`config.mk`:
```
export PLATFORM = sky130hd
export DESIGN_NAME = preemptive_priority_scheduler
export DESIGN_NICKNAME = d
export VERILOG_FILES = /design/src/hdl/pps_pkg.sv /design/src/hdl/preemptive_priority_scheduler.sv /design/src/hdl/pps_slot_mem.sv /design/src/hdl/pps_cmp.sv
export VERILOG_INCLUDE_DIRS = /design/src /design/src/hdl
export SDC_FILE = /design/constraint.sdc
export NUM_CORES = 2
export LEC_CHECK = 0
export ABC_AREA = 1
export BUFFER_PORTS_ARGS = -buffer_cell sky130_fd_sc_hd__buf_2
export CAP_MARGIN = 30
export CORE_UTILIZATION = 40
export CTS_CLUSTER_SIZE = 10
export DETAILED_ROUTE_END_ITERATION = 10
export PLACE_DENSITY_LB_ADDON = 0.08
export SLEW_MARGIN = 10
export SYNTH_ARGS = -nofsm -noshare
export SYNTH_HDL_FRONTEND = slang
export SYNTH_SLANG_ARGS = --single-unit
```
`constraint.sdc`:
```
create_clock -name clk -period 7.4 [get_ports clk]
set_input_delay 0.37 -clock clk [delete_from_list [all_inputs] [get_ports clk]]
set_output_delay 0.37 -clock clk [all_outputs]
set_load 0.03 [all_outputs]
```
`src/hdl/preemptive_priority_scheduler_macros.svh`:
```
// Assertion macros for the preemptive priority scheduler.
`ifndef PREEMPTIVE_PRIORITY_SCHEDULER_MACROS_SVH
`define PREEMPTIVE_PRIORITY_SCHEDULER_MACROS_SVH

// Same-cycle implication, disabled in reset.
`define PPS_ASSERT_NOW(lbl, ante, cons, msg) \
  lbl: assert property (@(posedge clk) disable iff (!rst_n) (ante) |-> (cons)) else $error(msg);

// Next-cycle implication, disabled in reset.
`define PPS_ASSERT_NEXT(lbl, ante, cons, msg) \
  lbl: assert property (@(posedge clk) disable iff (!rst_n) (ante) |=> (cons)) else $error(msg);

`endif

```
`src/hdl/pps_pkg.sv`:
```
// Shared types and codes for the preemptive priority scheduler.
`default_nettype none

package pps_pkg;

  typedef enum logic [2:0] {
    ST_IDLE,
    ST_FIND,
    ST_SCAN,
    ST_DRAIN,
    ST_TICK,
    ST_WAIT
  } state_t;

  localparam logic KIND_ARRIVE = 1'b0;
  localparam logic KIND_TICK   = 1'b1;

  localparam logic [2:0] STAT_ACCEPT = 3'd0;
  localparam logic [2:0] STAT_FULL   = 3'd1;
  localparam logic [2:0] STAT_IDLE   = 3'd2;
  localparam logic [2:0] STAT_RAN    = 3'd3;
  localparam logic [2:0] STAT_DONE   = 3'd4;

  typedef struct packed {
    logic [7:0]  id;
    logic [7:0]  prio;
    logic [31:0] arrival;
    logic [15:0] burst;
    logic [15:0] left;
  } slot_t;

endpackage

`default_nettype wire

```
`src/hdl/preemptive_priority_scheduler.sv`:
```
// Top level of the preemptive priority scheduler: sequencer, slot table, clock.
//
// channel  ports                                   transfer
// input    start/busy, in_kind..in_burst           start high while busy low
// result   out_valid, out_status..out_waiting      out_valid high, one cycle
//
// Arrival: the free slot is searched one valid bit per cycle.
// Tick: the slot memory is scanned one entry per cycle through its single read
// port, then the DRAIN, TICK and (on completion) WAIT states follow.
// Reset (rst_n low, synchronous) empties the table and zeroes the tick count.
// The receiver cannot stall; each result is strobed once.
`default_nettype none

`include "preemptive_priority_scheduler_macros.svh"

module preemptive_priority_scheduler #(
  parameter int SLOTS = 16
) (
  input  wire logic        clk,
  input  wire logic        rst_n,
  input  wire logic        start,
  output logic             busy,
  input  wire logic        in_kind,
  input  wire logic [7:0]  in_task_id,
  input  wire logic [7:0]  in_prio,
  input  wire logic [15:0] in_burst,
  output logic             out_valid,
  output logic [2:0]       out_status,
  output logic [7:0]       out_ran_id,
  output logic [31:0]      out_finish_time,
  output logic [31:0]      out_turnaround,
  output logic [31:0]      out_waiting
);

  localparam int IW = $clog2(SLOTS);
  localparam logic [IW-1:0] LAST = IW'(SLOTS - 1);

  pps_pkg::state_t state_r, state_nxt;
  logic [SLOTS-1:0] valid_r, valid_nxt;
  logic [31:0]      now_r, now_nxt;
  logic             out_valid_r, out_valid_nxt;
  logic             cmp_vld_r, cmp_vld_nxt;
  logic             best_found_r, best_found_nxt;

  logic [IW-1:0]    idx_r, idx_nxt;
  logic [IW-1:0]    cmp_idx_r, cmp_idx_nxt;
  logic [IW-1:0]    best_idx_r, best_idx_nxt;
  pps_pkg::slot_t   best_r, best_nxt;

  logic [7:0]       req_id_r, req_id_nxt;
  logic [7:0]       req_prio_r, req_prio_nxt;
  logic [15:0]      req_burst_r, req_burst_nxt;

  logic [2:0]       res_status_r, res_status_nxt;
  logic [7:0]       res_id_r, res_id_nxt;
  logic [31:0]      res_fin_r, res_fin_nxt;
  logic [31:0]      res_tat_r, res_tat_nxt;
  logic [31:0]      res_wt_r, res_wt_nxt;

  logic             wr_en, rd_en, take;
  logic [IW-1:0]    wr_addr;
  pps_pkg::slot_t   wr_data, rd_data;

  pps_slot_mem #(.SLOTS(SLOTS)) u_mem (
    .clk     (clk),
    .wr_en   (wr_en),
    .wr_addr (wr_addr),
    .wr_data (wr_data),
    .rd_en   (rd_en),
    .rd_addr (idx_r),
    .rd_data (rd_data)
  );

  pps_cmp u_cmp (
    .cand_valid   (cmp_vld_r && valid_r[cmp_idx_r]),
    .cand_prio    (rd_data.prio),
    .cand_arrival (rd_data.arrival),
    .best_found   (best_found_r),
    .best_prio    (best_r.prio),
    .best_arrival (best_r.arrival),
    .take         (take)
  );

  always_ff @(posedge clk) begin
    if (!rst_n) begin
      state_r      <= pps_pkg::ST_IDLE;
      valid_r      <= '0;
      now_r        <= '0;
      out_valid_r  <= 1'b0;
      cmp_vld_r    <= 1'b0;
      best_found_r <= 1'b0;
    end else begin
      state_r      <= state_nxt;
      valid_r      <= valid_nxt;
      now_r        <= now_nxt;
      out_valid_r  <= out_valid_nxt;
      cmp_vld_r    <= cmp_vld_nxt;
      best_found_r <= best_found_nxt;
    end
  end

  always_ff @(posedge clk) begin
    idx_r        <= idx_nxt;
    cmp_idx_r    <= cmp_idx_nxt;
    best_idx_r   <= best_idx_nxt;
    best_r       <= best_nxt;
    req_id_r     <= req_id_nxt;
    req_prio_r   <= req_prio_nxt;
    req_burst_r  <= req_burst_nxt;
    res_status_r <= res_status_nxt;
    res_id_r     <= res_id_nxt;
    res_fin_r    <= res_fin_nxt;
    res_tat_r    <= res_tat_nxt;
    res_wt_r     <= res_wt_nxt;
  end

  always_comb begin
    state_nxt      = state_r;
    valid_nxt      = valid_r;
    now_nxt        = now_r;
    out_valid_nxt  = 1'b0;
    cmp_vld_nxt    = 1'b0;
    best_found_nxt = best_found_r;
    idx_nxt        = idx_r;
    cmp_idx_nxt    = cmp_idx_r;
    best_idx_nxt   = best_idx_r;
    best_nxt       = best_r;
    req_id_nxt     = req_id_r;
    req_prio_nxt   = req_prio_r;
    req_burst_nxt  = req_burst_r;
    res_status_nxt = res_status_r;
    res_id_nxt     = res_id_r;
    res_fin_nxt    = res_fin_r;
    res_tat_nxt    = res_tat_r;
    res_wt_nxt     = res_wt_r;
    wr_en          = 1'b0;
    wr_addr        = idx_r;
    wr_data        = best_r;
    rd_en          = 1'b0;

    // fold the slot read last cycle into the running best
    if (cmp_vld_r && take) begin
      best_found_nxt = 1'b1;
      best_idx_nxt   = cmp_idx_r;
      best_nxt       = rd_data;
    end

    case (state_r)
      pps_pkg::ST_IDLE: begin
        if (start) begin
          req_id_nxt     = in_task_id;
          req_prio_nxt   = in_prio;
          req_burst_nxt  = in_burst;
          idx_nxt        = '0;
          best_found_nxt = 1'b0;
          state_nxt      = (in_kind == pps_pkg::KIND_TICK) ? pps_pkg::ST_SCAN
                                                           : pps_pkg::ST_FIND;
        end
      end
      pps_pkg::ST_FIND: begin
        res_id_nxt  = req_id_r;
        res_fin_nxt = now_r;
        res_tat_nxt = '0;
        res_wt_nxt  = '0;
        if (!valid_r[idx_r]) begin
          wr_en              = 1'b1;
          wr_data.id         = req_id_r;
          wr_data.prio       = req_prio_r;
          wr_data.arrival    = now_r;
          wr_data.burst      = req_burst_r;
          wr_data.left       = req_burst_r;
          valid_nxt[idx_r]   = 1'b1;
          res_status_nxt     = pps_pkg::STAT_ACCEPT;
          out_valid_nxt      = 1'b1;
          state_nxt          = pps_pkg::ST_IDLE;
        end else if (idx_r == LAST) begin
          res_status_nxt = pps_pkg::STAT_FULL;
          out_valid_nxt  = 1'b1;
          state_nxt      = pps_pkg::ST_IDLE;
        end else begin
          idx_nxt = idx_r + 1'b1;
        end
      end
      pps_pkg::ST_SCAN: begin
        rd_en       = 1'b1;
        cmp_vld_nxt = 1'b1;
        cmp_idx_nxt = idx_r;
        if (idx_r == LAST) begin
          state_nxt = pps_pkg::ST_DRAIN;
        end else begin
          idx_nxt = idx_r + 1'b1;
        end
      end
      pps_pkg::ST_DRAIN: begin
        now_nxt   = now_r + 32'd1;
        state_nxt = pps_pkg::ST_TICK;
      end
      pps_pkg::ST_TICK: begin
        res_fin_nxt = now_r;
        res_tat_nxt = '0;
        res_wt_nxt  = '0;
        if (!best_found_r) begin
          res_status_nxt = pps_pkg::STAT_IDLE;
          res_id_nxt     = '0;
          out_valid_nxt  = 1'b1;
          state_nxt      = pps_pkg::ST_IDLE;
        end else if (best_r.left <= 16'd1) begin
          valid_nxt[best_idx_r] = 1'b0;
          res_status_nxt        = pps_pkg::STAT_DONE;
          res_id_nxt            = best_r.id;
          res_tat_nxt           = now_r - best_r.arrival;
          state_nxt             = pps_pkg::ST_WAIT;
        end else begin
          wr_en          = 1'b1;
          wr_addr        = best_idx_r;
          wr_data.left   = best_r.left - 16'd1;
          res_status_nxt = pps_pkg::STAT_RAN;
          res_id_nxt     = best_r.id;
          out_valid_nxt  = 1'b1;
          state_nxt      = pps_pkg::ST_IDLE;
        end
      end
      pps_pkg::ST_WAIT: begin
        res_wt_nxt    = res_tat_r - {16'd0, best_r.burst};
        out_valid_nxt = 1'b1;
        state_nxt     = pps_pkg::ST_IDLE;
      end
      default: begin
        state_nxt = pps_pkg::ST_IDLE;
      end
    endcase
  end

  assign busy            = (state_r != pps_pkg::ST_IDLE);
  assign out_valid       = out_valid_r;
  assign out_status      = res_status_r;
  assign out_ran_id      = res_id_r;
  assign out_finish_time = res_fin_r;
  assign out_turnaround  = res_tat_r;
  assign out_waiting     = res_wt_r;

  `PPS_ASSERT_NEXT(a_strobe_single, out_valid_r, !out_valid_r, "result strobe held two cycles")
  `PPS_ASSERT_NEXT(a_start_busy, start && !busy, busy, "accepted transfer did not raise busy")
  `PPS_ASSERT_NEXT(a_scan_stable, state_r == pps_pkg::ST_SCAN, $stable(valid_r), "slot table changed during scan")
  `PPS_ASSERT_NOW(a_idle_zero, out_valid_r && (res_status_r == pps_pkg::STAT_IDLE), (res_id_r == 8'd0) && (res_tat_r == 32'd0), "idle tick carries task data")

endmodule

`default_nettype wire

```
`src/hdl/pps_slot_mem.sv`:
```
// Task slot memory: one write port, one registered read port.
`default_nettype none

module pps_slot_mem #(
  parameter int SLOTS = 16
) (
  input  wire logic                       clk,
  input  wire logic                       wr_en,
  input  wire logic [$clog2(SLOTS)-1:0]   wr_addr,
  input  wire pps_pkg::slot_t             wr_data,
  input  wire logic                       rd_en,
  input  wire logic [$clog2(SLOTS)-1:0]   rd_addr,
  output pps_pkg::slot_t                  rd_data
);

  pps_pkg::slot_t mem [SLOTS];
  pps_pkg::slot_t rd_data_r;

  always_ff @(posedge clk) begin
    if (wr_en) begin
      mem[wr_addr] <= wr_data;
    end
  end

  always_ff @(posedge clk) begin
    if (rd_en) begin
      rd_data_r <= mem[rd_addr];
    end
  end

  assign rd_data = rd_data_r;

endmodule

`default_nettype wire

```
`src/hdl/pps_cmp.sv`:
```
// Shared compare unit: does the scanned slot beat the best so far.
`default_nettype none

module pps_cmp (
  input  wire logic        cand_valid,
  input  wire logic [7:0]  cand_prio,
  input  wire logic [31:0] cand_arrival,
  input  wire logic        best_found,
  input  wire logic [7:0]  best_prio,
  input  wire logic [31:0] best_arrival,
  output logic             take
);

  logic better;

  // candidate always has the higher slot index, so a full tie keeps the best
  always_comb begin
    if (cand_prio != best_prio) begin
      better = cand_prio > best_prio;
    end else begin
      better = cand_arrival < best_arrival;
    end
    take = cand_valid && (!best_found || better);
  end

endmodule

`default_nettype wire

```
-- Yosys cells after proc, flatten, opt, wreduce, memory -nomap -nowiden
Memories as Yosys holds them, arrays and structs flattened. A register that Yosys moved wholly into a read port is not among the register bits.
Index checks and enable logic that the tools add are counted.
- bits in registers: 285
- RAM bits: 1280
- input port bits: 36
- output and inout port bits: 109
- logic and storage cells: 129
- memories: 1
- add/sub/neg operators: 5
- magnitude comparators: 8
- equality and inequality tests: 14
- muxes and demuxes: 58
- bitwise operators: 3
- reductions and logical operators: 18
- memory list (name ; depth ; width ; rd ports ; clocked after Yosys merged registers in ; write ports ; line ; source):
    u_mem.mem ; 16 ; 80 ; 1 ; 1 ; 1 ; pps_slot_mem.sv:16 ; pps_pkg::slot_t mem [SLOTS];
- operators by type and width (kind ; count):
    $pmux W32 S2 ; 2
    $mux W16 ; 5
    $mux W80 ; 1
    $mux W32 ; 2
    $mux W64 ; 1
    $pmux W16 S2 ; 2
    $add A32 B1 Y32 const B ; 1
    $lt A32 B32 Y1 ; 1
    $sub A32 B16 Y32 ; 1
    $sub A32 B32 Y32 ; 1
    $mux W3 ; 10
    $mux W4 ; 6
    $mux W1 ; 17
    $and A16 B16 Y16 ; 1
    $le A16 B1 Y1 const B ; 1
    $not A16 Y16 ; 1
    $or A16 B16 Y16 ; 1
    $pmux W8 S2 ; 1
    $sub A16 B1 Y16 const B ; 1
    $lt A4 B5 Y1 const B ; 3
    $pmux W3 S5 ; 1
    $ne A2 B2 Y1 const B ; 6
    $pmux W4 S3 ; 1
    $bmux W1 S4 ; 2
    25 further kinds ; 37

-- Depth between registers and ports, before layout
- depth in word-level cells: 9
- mapped depth: 15
- mapped depth without buffers: 15

-- Modules after synthesis
Synthesis repeated with hierarchy kept, for this count alone.
- cell total of the unflattened synthesis: 7302
- area, all modules: 73713.2 µm²
- by module, submodules not included (module ; times used ; cells an instance ; area each (µm²) ; seq. area each (µm²)):
    pps_slot_mem ; 1 ; 5255 ; 57007.2 ; 40839.2
    preemptive_priority_scheduler ; 1 ; 1882 ; 15681.3 ; 8017.7
    pps_cmp ; 1 ; 165 ; 1024.7 ; 0.0

-- Least setup slack after synthesis
OpenSTA, ideal clock, no wires.
- path kind: register -> register
- start point: register best_r[0] in the netlist's numbering
- end point: memory u_mem.mem[0][0] in the netlist's numbering (enable)
- setup time: 0.633 ns
- arrival time: 7.418 ns
- data required time: 6.767 ns
- setup slack: -0.651 ns
- cell stages (with the launch flop): 12
- path buffers: 1
- period minus slack after synthesis: 8.051 ns
- cell sequence: edfxtp_1 > inv_1 > ha_1 > o21ai_0 > nor2_1 > nand2_1 > nand2_2 > buf_6 > nand2_1 > o21ai_1 > nor2_1 > nor3b_1
- word-level cells in the longest chain between the ends: 6
- elaborated cells on any way between the ends: 9
- those cells by class: order compare (1); mux (8)
- ends and longest elaborated chain (what ; line ; source):
    from (decl) ; preemptive_priority_scheduler.sv:48 ; pps_pkg::slot_t best_r, best_nxt;
    from (signal assigned) ; preemptive_priority_scheduler.sv:106 ; best_r <= best_nxt;
    $le A16 B1 Y1 * ; preemptive_priority_scheduler.sv:207 ; end else if (best_r.left <= 16'd1) begin
    $mux W1 ; preemptive_priority_scheduler.sv:207 ;
    $mux W1 ; preemptive_priority_scheduler.sv:202 ; if (!best_found_r) begin
    $pmux W1 S2 ; preemptive_priority_scheduler.sv:148 ; case (state_r)
    $mux W1 ; pps_slot_mem.sv:20 ; if (wr_en) begin
    $mux W1 (not written as such) ; pps_slot_mem.sv:21 ; mem[wr_addr] <= wr_data;
    to (decl) ; pps_slot_mem.sv:16 ;
Mark *: on every way between the ends. The rest lies on a longest branch, timed or not.

-- Final worst setup path
- start point: register state_r[0]
- end point: memory u_mem.mem[15][12] in the netlist's numbering (enable)
- word-level cells in the longest chain between the ends: 4
- elaborated cells on any way between the ends: 6
- those cells by class: eq/ne (2); mux (4)
- ends and longest elaborated chain (what ; line ; source):
    from (decl) ; preemptive_priority_scheduler.sv:38 ; pps_pkg::state_t state_r, state_nxt;
    from (signal assigned) ; preemptive_priority_scheduler.sv:86 ; state_r <= pps_pkg::ST_IDLE;
    from (signal assigned) ; preemptive_priority_scheduler.sv:93 ; state_r <= state_nxt;
    $eq A3 B3 Y1 or $eq A3 B1 Y1 (tied branches) ; preemptive_priority_scheduler.sv:148 ;
    $pmux W1 S2 ; preemptive_priority_scheduler.sv:148 ;
    $mux W1 ; pps_slot_mem.sv:20 ;
    $mux W1 (not written as such) ; pps_slot_mem.sv:21 ;
Parallel ways exist; a longest one is shown, timed or not.

==> results.txt <==
- The setup check on the worst reg-to-reg path leaves a slack of 2.50 ns.
- After clock tree synthesis, the clock-pin slew on the worst setup and hold paths is 0.06 ns.
- Crit path launch type: flip-flop
- In this run the most critical hold path is launched from in_kind.
* Starting density of the core: 40.4%
* Async set-or-reset flop fraction in the synthesized netlist: 0%
- Counting instances, the worst hold path has a depth of 5.
- Maximum number of pins on one net before global-route repair: 227
- Distinct cells, synth: 42
- Post-CTS repair changed the size of 0 cells.
- Counting along the longest clock path gives a buffer depth of 3.
* Min-Delay Endpoint: state_r[1]$_SDFFE_PN0P_
* Max Freq: 204 MHz
* Worst VDD drop: 0.462 mV
- Setup violations remaining at the end of the flow were counted as 0.
- Leakage component of the power: 26.3 nW
- # DRC: 0
* Clock latency of the later-clocked register in the worst-skew pair: 0.81 ns
* Total track usage: 23.8%
- Power per standard cell area: 372 nW/um2
* Core Region: 168,000 um2
* Port buffer count: 144
- Synthesis handed over a netlist of 5,679 instances.
- The endpoint identified for the worst register-to-register timing path is u_mem.mem[15][12]$_DFFE_PP_.
* Status: complete, no violations
* Row count: 150
- Area of placed instances: 71,700 um2
- Post-route cell area: 77,400 um2
* Worst Path Max Fanout: 33
- After detailed routing, the average wire length per cell comes to 25.1 um.
- Buffers added to address setup during post-CTS repair amount to 0.
- The root buffer cell chosen for the clock tree is sky130_fd_sc_hd__clkbuf_16.
- Worst path arrival time: 5.35 ns
* Final TNS setup: 0 ns
- Die Span Y: 414 um
* Commonest cells after routing, fill and taps aside: sky130_fd_sc_hd__edfxtp_1, sky130_fd_sc_hd__nor2_1, sky130_fd_sc_hd__nand2_1, sky130_fd_sc_hd__o21ai_0, sky130_fd_sc_hd__o22ai_1
- First-pass GRT wire length: 299 mm
- The startpoint identified for the worst register-to-register timing path is state_r[0]$_SDFFE_PN0P_.
- Final-report hold violation count: 0
* Total design power: 28.8 mW
- Post-route fraction of the period consumed by the critical path: 66.2%
- For this run, the post-layout net count is 6,028.
* RSZ-0062 raised after global routing: no
* Endpoint type of the worst setup path: flip-flop
- The number of nets handed over by synthesis was 5,810.
- The via count of the first global-routing pass is 44,324.
- Wires add up to 205 mm.
- The clock tree synthesis step divided the H-tree into 4 levels.
* Remaining global-route overflow: 0
- CTS tree: built
- The final max-slew violation count is 0.
- Total die area: 171,000 um2
* Primary FF master, synth: sky130_fd_sc_hd__edfxtp_1
* Count of cells along the worst register-to-register path: 10
- Leading cell type in the layout, fill and taps excluded: sky130_fd_sc_hd__edfxtp_1
- Across the run, the number of max-cap violations was 0.
* Crit Path Class: reg -> reg
- Number of antenna violations at the first check in global routing: 4
- FF+latch count, synth: 1,645
- Clock period minus final worst setup slack: 4.90 ns
- Tightest Pin Transition: 1.18 ns
- From left edge to right edge, the die measures 414 um.
- The detail route stage leaves a number of antenna-violating nets equal to 0.
- DR vias: 45,425
* Avg Inst Size Synth: 11.9 um2
- The post-route netlist has 9.10% of its cells at a drive strength greater than 1.
* Layout overhead on the synthesized area: 14.1%
- DRC violation total after the first TritonRoute iteration: 4,212
- In this run the tightest slew margin relative to its limit is 21.0%.
- During I/O placement, the number of pins put on the boundary was 145.
- Fraction of the yosys area taken by sequential cells: 72.0%
- Final setup skew: 0.0284 ns
- Before antenna repair, the detailed router went through 5 iterations.
- Clock tree synthesis found a total of 1,645 sinks.
- Data on the critical path is required at its endpoint by 7.85 ns.
- Count of flip-flops with a built-in enable after synthesis: 1,591
- ANT cells: 0
* Detailed placer's ending HPWL: 119 mm
- The synthesized netlist occupies a cell area of 67,800 um2.
- The min-delay analysis places its worst path in the category in -> reg.
- Buffers inserted during clock tree synthesis total 188.
- The Yosys step of the flow raised 0 warnings.
- Routed vias/inst: 5.55
* Gp weighted congestion: 0.873
==> state kept, by name, indices dropped and copies added (netlist names), 3 cells and up <==
name	cells
out_turnaround	32
out_status	3
out_ran_id	8
out_finish_time	32
valid_r	16
best_idx_r	4
out_waiting	32
state_r	3
req_id_r	8
idx_r	4
u_mem.mem	1280
req_prio_r	8
u_mem.rd_data	80
now_r	32
req_burst_r	16
cmp_idx_r	4
best_r	80
==> cell families (layout without fill, tap and decap cells) <==
kind of cell	after synthesis	after routing	synth area share (%)
AO/OA/AOI/OAI	1377	1377	10.9
XOR/XNOR	24	24	0.310
adder cells (fa/ha/maj)	95	95	1.77
buffers and inverters	590	889	3.39
flip-flops	1645	1645	72.0
AND/OR/NAND/NOR	1948	1948	11.6
==> stage by stage <==
stage	utilization [%]	std cells	hold slack, ns	setup slack, ns
2_1_floorplan	-	5679	0.400	1.51
3_3_place_gp	42.5	7833	0.402	2.40
3_5_place_dp	42.7	7864	0.405	2.45
4_1_cts	46.1	8167	0.0184	2.43
5_1_grt	46.1	8182	0.0852	2.23
6_report	46.1	8182	0.0893	2.50
==> metal layers <==
metal  part of all wire, %  wire length, um  vias up  GRT usage, %
li1                      -                -    20880             -
met1                    45            92100    22835          33.3
met2                    48            97500     1392          38.8
met3                   5.0            10200      318          2.95
met4                   2.6             5250        0          7.05
met5                     0                0        -             0
==> worst max-delay path by stage <==
stage | from | end | slack (ns) | cells after the start
after floorplan | u_mem.rd_data[71]$_DFFE_PP_ | best_idx_r[0]$_DFFE_PP_ | 1.51 | 9
after global placement | state_r[0]$_SDFFE_PN0P_ | u_mem.mem[8][69]$_DFFE_PP_ | 2.40 | 10
after detailed placement | state_r[0]$_SDFFE_PN0P_ | u_mem.mem[4][68]$_DFFE_PP_ | 2.45 | 12
after CTS | state_r[0]$_SDFFE_PN0P_ | u_mem.mem[4][70]$_DFFE_PP_ | 2.43 | 12
after global routing | state_r[0]$_SDFFE_PN0P_ | u_mem.mem[4][49]$_DFFE_PP_ | 2.23 | 12
final | state_r[0]$_SDFFE_PN0P_ | u_mem.mem[15][12]$_DFFE_PP_ | 2.50 | 10
==> cell usage after synthesis (3+ instances only) <==
library cell / n / area share (%)
sky130_fd_sc_hd__nor4_1: 6 / 0.055
sky130_fd_sc_hd__edfxtp_1: 1591 / 70
sky130_fd_sc_hd__buf_1: 17 / 0.094
sky130_fd_sc_hd__nor2_1: 875 / 4.8
sky130_fd_sc_hd__nand2_1: 810 / 4.5
sky130_fd_sc_hd__inv_2: 10 / 0.055
sky130_fd_sc_hd__o31ai_1: 3 / 0.033
sky130_fd_sc_hd__ha_1: 93 / 1.7
sky130_fd_sc_hd__o21ai_1: 50 / 0.37
sky130_fd_sc_hd__clkbuf_1: 211 / 1.2
sky130_fd_sc_hd__nand4_1: 104 / 0.96
sky130_fd_sc_hd__xor2_1: 21 / 0.27
sky130_fd_sc_hd__buf_2: 57 / 0.42
sky130_fd_sc_hd__o22ai_1: 321 / 3.0
sky130_fd_sc_hd__xnor2_1: 3 / 0.039
sky130_fd_sc_hd__nand3b_1: 8 / 0.089
sky130_fd_sc_hd__or2_2: 5 / 0.046
sky130_fd_sc_hd__a21boi_0: 3 / 0.033
sky130_fd_sc_hd__nor3b_1: 4 / 0.044
sky130_fd_sc_hd__o21a_1: 12 / 0.13
sky130_fd_sc_hd__a21oi_1: 172 / 1.3
sky130_fd_sc_hd__inv_1: 292 / 1.6
sky130_fd_sc_hd__nor3_1: 31 / 0.23
sky130_fd_sc_hd__and3_1: 3 / 0.028
sky130_fd_sc_hd__o21ai_0: 787 / 5.8
sky130_fd_sc_hd__o211ai_1: 18 / 0.20
sky130_fd_sc_hd__dfxtp_1: 54 / 1.6
sky130_fd_sc_hd__nand3_1: 97 / 0.72
==> worst max-delay path, cell delays in order (launching register included) <==
cell and delay (ns):
sky130_fd_sc_hd__dfxtp_1 0.36, sky130_fd_sc_hd__nor2_1 0.14, sky130_fd_sc_hd__inv_2 0.06, sky130_fd_sc_hd__nor2_4 0.67, sky130_fd_sc_hd__inv_2 0.48, sky130_fd_sc_hd__nor2_4 0.42, sky130_fd_sc_hd__nand2_2 0.24, sky130_fd_sc_hd__o21ai_1 0.32
sky130_fd_sc_hd__nand3_1 0.40, sky130_fd_sc_hd__nor2_4 0.85, sky130_fd_sc_hd__buf_4 0.52
==> timing repair <==
| item | 4_1_cts | 5_1_grt |
|---|---|---|
| endpoints found under the setup margin | 0 | 0 |
| endpoints found under the hold margin | 32 | 0 |
| hold buffers | 32 | 0 |
==> cell type report <==
class                      instances  area, um2
clock buffer                     248       5010
clock inverter                    23        262
fill                           15250      90400
inverter                         302       1160
multi-input combinational       3444      16900
sequential                      1645      48900
tap                             2204       2760
timing repair buffer             316       2510
==> power breakdown <==
part	leakage [nW]	total [mW]	switching, mW	internal, mW
clock network	2.55	8.30	3.58	4.71
logic	8.87	8.28	6.19	2.10
registers	14.9	12.2	0.353	11.9
(Power assumes the default switching activity.)
